### config.mk
export PLATFORM = sky130hd
export DESIGN_NAME = hdtl_parser
export DESIGN_NICKNAME = d
export VERILOG_FILES = /design/src/hex_digest_table_lookup_defines.svh /design/src/hdtl_pkg.sv /design/src/hdtl_parser.sv
export SDC_FILE = /design/constraint.sdc
export NUM_CORES = 1
export LEC_CHECK = 0
export ABC_AREA = 1
export BUFFER_PORTS_ARGS = -buffer_cell sky130_fd_sc_hd__buf_2
export CAP_MARGIN = 20
export CORE_MARGIN = 2
export CORE_UTILIZATION = 60
export CTS_BUF_LIST = sky130_fd_sc_hd__clkbuf_16
export DETAILED_ROUTE_END_ITERATION = 16
export PLACE_DENSITY = 0.85
export SKIP_CTS_REPAIR_TIMING = 1
export SLEW_MARGIN = 30
export SYNTH_ARGS = -nofsm -noshare
export SYNTH_HDL_FRONTEND = slang
export SYNTH_SLANG_ARGS = --single-unit
### constraint.sdc
create_clock -name clk_i -period 4.3 [get_ports clk_i]
set_input_delay 0.645 -clock clk_i [delete_from_list [all_inputs] [get_ports clk_i]]
set_output_delay 0.645 -clock clk_i [all_outputs]
set_load 0.02 [all_outputs]
### src/hex_digest_table_lookup_defines.svh
// Assertion macros for the hex digest table lookup block.
`ifndef HEX_DIGEST_TABLE_LOOKUP_DEFINES_SVH
`define HEX_DIGEST_TABLE_LOOKUP_DEFINES_SVH

`ifndef SYNTH
`define HDTL_ASSERT(lbl, prop) \
  lbl: assert property (@(posedge clk_i) disable iff (!rst_ni) prop) \
    else $error("hdtl: assertion failed");
`define HDTL_ASSERT_NEVER(lbl, expr) \
  lbl: assert property (@(posedge clk_i) disable iff (!rst_ni) !(expr)) \
    else $error("hdtl: forbidden condition seen");
`else
`define HDTL_ASSERT(lbl, prop)
`define HDTL_ASSERT_NEVER(lbl, expr)
`endif

`endif

### src/hdtl_pkg.sv
// Shared types, constants and helpers of the hex digest table lookup block.
`default_nettype none

package hdtl_pkg;

  localparam int unsigned DEF_TABLE_ENTRIES = 1024;
  localparam int unsigned NUM_CELLS         = 4;
  localparam int unsigned CELL_SH           = 2;   // log2 of NUM_CELLS
  localparam int unsigned DIGEST_W          = 128;
  localparam int unsigned ENTRY_COUNT_W     = 11;
  localparam logic [4:0]  DIGEST_BYTES      = 5'd16;

  localparam logic [7:0] CHR_0     = 8'h30;
  localparam logic [7:0] CHR_9     = 8'h39;
  localparam logic [7:0] CHR_LO_A  = 8'h61;
  localparam logic [7:0] CHR_LO_F  = 8'h66;
  localparam logic [7:0] CHR_UP_A  = 8'h41;
  localparam logic [7:0] CHR_UP_F  = 8'h46;

  typedef enum logic [1:0] {
    FUNC_CLEAR = 2'd0,
    FUNC_CHAR  = 2'd1,
    FUNC_QUERY = 2'd2
  } func_e;

  typedef enum logic [1:0] {
    ST_IDLE  = 2'd0,
    ST_ISSUE = 2'd1,
    ST_DRAIN = 2'd2,
    ST_DONE  = 2'd3
  } state_e;

  // scan token handed from cell to cell
  typedef struct packed {
    logic valid;
    logic last;
    logic hit;
  } hdtl_tok_t;

  typedef struct packed {
    logic take;
    logic clear;
  } parse_ctl_t;

  typedef struct packed {
    logic                ok;
    logic [DIGEST_W-1:0] digest;
  } parse_res_t;

  function automatic int unsigned bank_depth(input int unsigned entries);
    return (entries + NUM_CELLS - 1) / NUM_CELLS;
  endfunction

  function automatic int unsigned row_w(input int unsigned entries);
    int unsigned d;
    d = bank_depth(entries);
    return (d > 1) ? $clog2(d) : 1;
  endfunction

  // bit 4 set: not a hex digit
  function automatic logic [4:0] hex_value(input logic [7:0] c);
    logic [4:0] v;
    v = 5'h10;
    if (c >= CHR_0 && c <= CHR_9) begin
      v = {1'b0, 4'(c - CHR_0)};
    end else if (c >= CHR_LO_A && c <= CHR_LO_F) begin
      v = {1'b0, 4'(c - CHR_LO_A + 8'd10)};
    end else if (c >= CHR_UP_A && c <= CHR_UP_F) begin
      v = {1'b0, 4'(c - CHR_UP_A + 8'd10)};
    end
    return v;
  endfunction

endpackage

`default_nettype wire

### src/hdtl_parser.sv
// Hex text record assembler: pairs digits into bytes and judges the record.
`default_nettype none

module hdtl_parser (
  input  logic                    clk_i,
  input  logic                    rst_ni,
  input  hdtl_pkg::parse_ctl_t    ctl_i,
  input  logic [7:0]              char_i,
  output hdtl_pkg::parse_res_t    res_o
);
  import hdtl_pkg::*;

  logic [63:0] hi_q, hi_d;
  logic [63:0] lo_q, lo_d;
  logic [4:0]  bytes_q, bytes_d;
  logic [3:0]  pend_q, pend_d;
  logic        wait_q, wait_d;
  logic        ovf_q, ovf_d;
  logic [4:0]  hv;
  logic        ok;

  assign hv = hex_value(char_i);

  // state after the current character, before any clear
  always_comb begin
    hi_d    = hi_q;
    lo_d    = lo_q;
    bytes_d = bytes_q;
    pend_d  = pend_q;
    wait_d  = wait_q;
    ovf_d   = ovf_q;
    if (ctl_i.take && !hv[4] && !ovf_q) begin
      if (!wait_q) begin
        pend_d = hv[3:0];
        wait_d = 1'b1;
      end else begin
        wait_d = 1'b0;
        if (bytes_q >= DIGEST_BYTES) begin
          ovf_d = 1'b1;
        end else begin
          hi_d    = {hi_q[55:0], lo_q[63:56]};
          lo_d    = {lo_q[55:0], pend_q, hv[3:0]};
          pend_d  = 4'd0;
          bytes_d = bytes_q + 5'd1;
        end
      end
    end
  end

  assign ok            = !ovf_d && (bytes_d == DIGEST_BYTES);
  assign res_o.ok      = ok;
  assign res_o.digest  = ok ? {hi_d, lo_d} : '0;

  always_ff @(posedge clk_i or negedge rst_ni) begin
    if (!rst_ni) begin
      hi_q    <= '0;
      lo_q    <= '0;
      bytes_q <= '0;
      pend_q  <= '0;
      wait_q  <= 1'b0;
      ovf_q   <= 1'b0;
    end else if (ctl_i.clear) begin
      hi_q    <= '0;
      lo_q    <= '0;
      bytes_q <= '0;
      pend_q  <= '0;
      wait_q  <= 1'b0;
      ovf_q   <= 1'b0;
    end else begin
      hi_q    <= hi_d;
      lo_q    <= lo_d;
      bytes_q <= bytes_d;
      pend_q  <= pend_d;
      wait_q  <= wait_d;
      ovf_q   <= ovf_d;
    end
  end

endmodule

`default_nettype wire

Word level (Yosys, flattened, before mapping)

Cells that the tools add are included.

Register bits after elaboration: 139
Input bits: 12
Output and inout bits: 129
Word-level logic and storage cells: 59

Add/sub/neg operators: 6
Order comparisons: 7
Eq/ne operators: 2
Multiplexer cells: 27
Reductions and logical operators: 11

Operators with widths:

| kind                | count |
|---|---|
| $mux 64             | 8 |
| $mux 128            | 1 |
| $mux 5              | 7 |
| $ge 8x7->1 const B  | 2 |
| $le 8x7->1 const B  | 2 |
| $mux 4              | 4 |
| $sub 4x1->4 const B | 3 |
| $add 4x4->4 const B | 2 |
| $ge 8x6->1 const B  | 1 |
| $le 8x6->1 const B  | 1 |
| $mux 1              | 7 |
| $logic_and 1x1->1   | 6 |
| $add 5x1->5 const B | 1 |
| $eq 5x5->1 const B  | 1 |
| $ge 5x5->1 const B  | 1 |
| $logic_not 1->1     | 3 |
| $ne 3x3->1 const B  | 1 |
| $reduce_and 2->1    | 1 |
| $reduce_bool 2->1   | 1 |

Longest topological paths before layout

Word-level depth: 12
Gate-level depth with buffers: 17
Mapped depth without buffers: 14

Least setup slack after synthesis

Ideal clock, no wire load.

Kind: in2out
Start point: input char_i[1]
End point: output res_o[88] in the netlist's numbering
Data arrival time: 2433 ps
Setup slack: 1222 ps
Stages on the path: 14
Path buffers: 2
Cell sequence: inv_1 -> ha_1 -> nand2_1 -> nand3_1 -> nand2_2 -> nand2_2 -> nand3_4 -> nand2_1 -> inv_1 -> a21oi_1 -> nand3_1 -> buf_2 -> buf_1 -> nor2_1

RTL lines:

| item        | RTL line         | text |
|---|---|---|
| from (decl) | hdtl_parser.sv:8 | `input logic [7:0] char_i,` |
| to (decl)   | hdtl_parser.sv:9 | `output hdtl_pkg::parse_res_t res_o` |

==> results.sh <==
export IMPL_worst_max_slew_pin_slew_ns=0.679
export IMPL_worst_endpoint_arrival_ns=3.16
export IMPL_chipWidth_um=113
export IMPL_power_net_switching_w=0.000556
export IMPL_cp_start_kind="primary input"
export IMPL_power_report_internal_total_w=0.00202
export IMPL_synth_area_leader_cell="sky130_fd_sc_hd__dfrtp_1"
export IMPL_area_added_between_synthesis_and_finish_pct=17.4
export IMPL_boundaryPins=141
export IMPL_finish_utilization_pct=73.1
export IMPL_fp_dieH_um=113
export IMPL_synth_yosys_seq_area_share_pct=48.5
export IMPL_worstPathRequired_ns=3.65
export IMPL_drt_iter0_drc=556
export IMPL_clock_insertion_delay_worst_skew_ns=0.41
export IMPL_post_dr_wirelength_cell_um=12.4
export IMPL_gp_congestion=0.850
export IMPL_synthMostInstantiatedCell="sky130_fd_sc_hd__nand2_1"
export IMPL_setup_violations=0
export IMPL_stdcell_count=1333
export IMPL_pre_cts_ws_ns=0.542
export IMPL_nFillCells=924
export IMPL_synth_seq_cells=139
export IMPL_multi_input_comb_area_um2=2900
export IMPL_layout_worst_path_cycle_share_pct=88.4
export IMPL_combPwrFrac_pct=2.9
export IMPL_grt_use_met3_pct=4.87
export IMPL_reg_to_reg_end="lo_q[63]"
export IMPL_grt_setup_unrepaired="no"
export IMPL_core_rowCount=39
export IMPL_worst_slack_ns=0.498
export IMPL_power_share_switching_pct=21.6
export IMPL_dp_hpwl_um=10900
export IMPL_power_leakage_nw=4.68
export IMPL_sequential_area_um2=3480
export IMPL_global_route_wire_length_before_repair_um=27800
export IMPL_timing_critical_path_to_type="primary output"
export IMPL_vias=6560
export IMPL_tot_gr_track_use_pct=27.1
export IMPL_worstPathMaxFanout=62
export IMPL_root_buffer="sky130_fd_sc_hd__clkbuf_16"
export IMPL_numCtsBuffers=17
export IMPL_power_density_nw_per_um2=306
export IMPL_port_buffers=140
export IMPL_finClkSkew_ns=0.00372
export IMPL_cts_htree_levels=4
export IMPL_synth_nets=1085
export IMPL_kind_of_critical_path="primary input to primary output"
export IMPL_hold_path_class="primary input to asynchronous set/reset pin"
export IMPL_post_route_cells_drive_above_1_share_pct=19.0
export IMPL_gr_usage_met1_pct=38.4
export IMPL_number_of_cells_in_the_design_after_placement=1306
export IMPL_grt_max_degree=76
export IMPL_reg2reg_depth=7
export IMPL_cts_sinks=139
export IMPL_vdd_ir_drop_worst_v=0.000247
export IMPL_die_area_um2=12800
export IMPL_ys_types=23
export IMPL_yosys_most_used_dff="sky130_fd_sc_hd__dfrtp_1"
export IMPL_post_synth_main_area_contributors="sky130_fd_sc_hd__dfrtp_1, sky130_fd_sc_hd__nand2_1, sky130_fd_sc_hd__nor2_1"
export IMPL_grt_most_used_layer="met2"
export IMPL_detail_route_drc_violations=0
export IMPL_final_nets=1199
export IMPL_synthCells=1068
export IMPL_global_route_overflow_total=0
export IMPL_ratio_of_routed_vias_to_standard_cells=4.92
export IMPL_cts_tree="yes"
export IMPL_period_needed_ns=3.80
export IMPL_antenna_cells=0
export IMPL_synth_edff_count=0
export IMPL_grt_antenna_before_repair=0
export IMPL_run_status="complete, no violations"
export IMPL_routed_wl_um=16600
export IMPL_synth_common_cells="sky130_fd_sc_hd__nand2_1, sky130_fd_sc_hd__nor2_1, sky130_fd_sc_hd__dfrtp_1"
export IMPL_cts_clk_slew_worst_paths_ns=0.05
export IMPL_slew_headroom_pct=54.7
export IMPL_synthesis_yosys_warnings=0
export IMPL_regToRegStartpoint="ovf_q"
export IMPL_timing_final_hold_violations=0
export IMPL_worst_r2r_setup_slack_ns=2.25
export IMPL_yosys_top_cell_area_share_pct=48.5
export IMPL_avgSynthCellArea_um2=6.71
export IMPL_timing_max_cap_violations=0
export IMPL_final_max_slew_viol_count=0
export IMPL_power_share_sequential_pct=50.9
export IMPL_clk_path_buf_depth=2
export IMPL_groute_layer_met2_usage_pct=42.5
export IMPL_synth_async_sr_flop_share_pct=100
export IMPL_core_region_area_um2=11500
export IMPL_clkPwrFrac_pct=46.2
export IMPL_synth_area_um2=7170
export IMPL_antenna_left=0
export IMPL_finalSetupTns_ns=0
export IMPL_floorplan_initialDensity_pct=62.3
export IMPL_grt_pass1_vias=6010
export IMPL_max_freq_ghz=0.263
export IMPL_detailedRoute_firstPassIterationCount=5
[logic make-up (layout without fill, tap and decap cells)]
logic type               count (synthesis)  after routing  share of synthesized area, %
buffers and inverters                  205            327                          11.4
adder cells (fa/ha/maj)                  5              5                         0.873
AND/OR/NAND/NOR                        688            688                          36.9
flip-flops                             139            139                          48.5
XOR/XNOR                                 1              1                         0.122
AO/OA/AOI/OAI                           30             30                          2.20
[through the flow]
stage	hold WS [ns]	area, um2	total power [W]
after detailed placement	0.514	7950	0.00141
after floorplan	0.349	7170	0.00137
after global placement	0.511	7950	0.00141
final	0.252	8410	0.00258
after CTS	0.276	8410	0.00260
after global routing	0.317	8410	0.00266
[final cells by class]
type                       instances  area share, %
multi-input combinational        724           34.5
clock buffer                      17           5.06
timing repair buffer             154           9.98
inverter                         146           6.51
clock inverter                    10          0.520
sequential                       139           41.3
tap                              143           2.13
[cells in the final DEF (no fill, tap or decap), drive strengths merged]
cell type and n:
clkinvlp 1, dfrtp 139, a21boi 1, o22ai 4, a21oi 9, nor2 269
nand4 4, xor2 1, nand3 13, o21ai 16, inv 150, clkbuf 17
nor3 3, clkinv 5, ha 5, buf 154, nand2 399
[power groups by stage]
stage          clock network [W]   logic, W  registers [W]
3_5_place_dp                   0  0.0000769        0.00133
4_1_cts                  0.00121  0.0000772        0.00131
6_report                 0.00119  0.0000758        0.00131
5_1_grt                  0.00126  0.0000869        0.00131
3_3_place_gp                   0  0.0000763        0.00133
2_1_floorplan                  0  0.0000336        0.00133
[state kept, by name, indices dropped and copies added (netlist names)]
register  count
ovf_q         1
wait_q        1
bytes_q       5
hi_q         64
pend_q        4
lo_q         64
[per-layer routing]
layer  routed length, um  part of all wire (%)
met4                 281                   1.7
met2                7830                    47
met1                7470                    45
met5                   0                     0
met3                1000                   6.1
[worst max-delay path, cell delays in order]
cell	delay [ns]
sky130_fd_sc_hd__buf_2	0.12
sky130_fd_sc_hd__inv_1	0.09
sky130_fd_sc_hd__ha_1	0.17
sky130_fd_sc_hd__nand2_1	0.06
sky130_fd_sc_hd__nand3_1	0.11
sky130_fd_sc_hd__nand2_2	0.12
sky130_fd_sc_hd__nand2_2	0.19
sky130_fd_sc_hd__nand3_4	0.15
sky130_fd_sc_hd__nand2_1	0.09
sky130_fd_sc_hd__inv_1	0.04
sky130_fd_sc_hd__a21oi_1	0.27
sky130_fd_sc_hd__nand3_4	0.32
sky130_fd_sc_hd__buf_4	0.40
sky130_fd_sc_hd__nor2_1	0.17
sky130_fd_sc_hd__buf_2	0.19
[how the worst max path moves through the flow]
stage               from         end  cells past startpoint
4_1_cts        char_i[1]   res_o[39]                     15
2_1_floorplan  char_i[1]   res_o[88]                     14
3_5_place_dp   char_i[1]   res_o[18]                     15
5_1_grt        char_i[1]    res_o[8]                     15
6_report       char_i[1]   res_o[39]                     15
3_3_place_gp   char_i[1]  res_o[110]                     15
No activity file was read; power rests on OpenSTA's default activity.
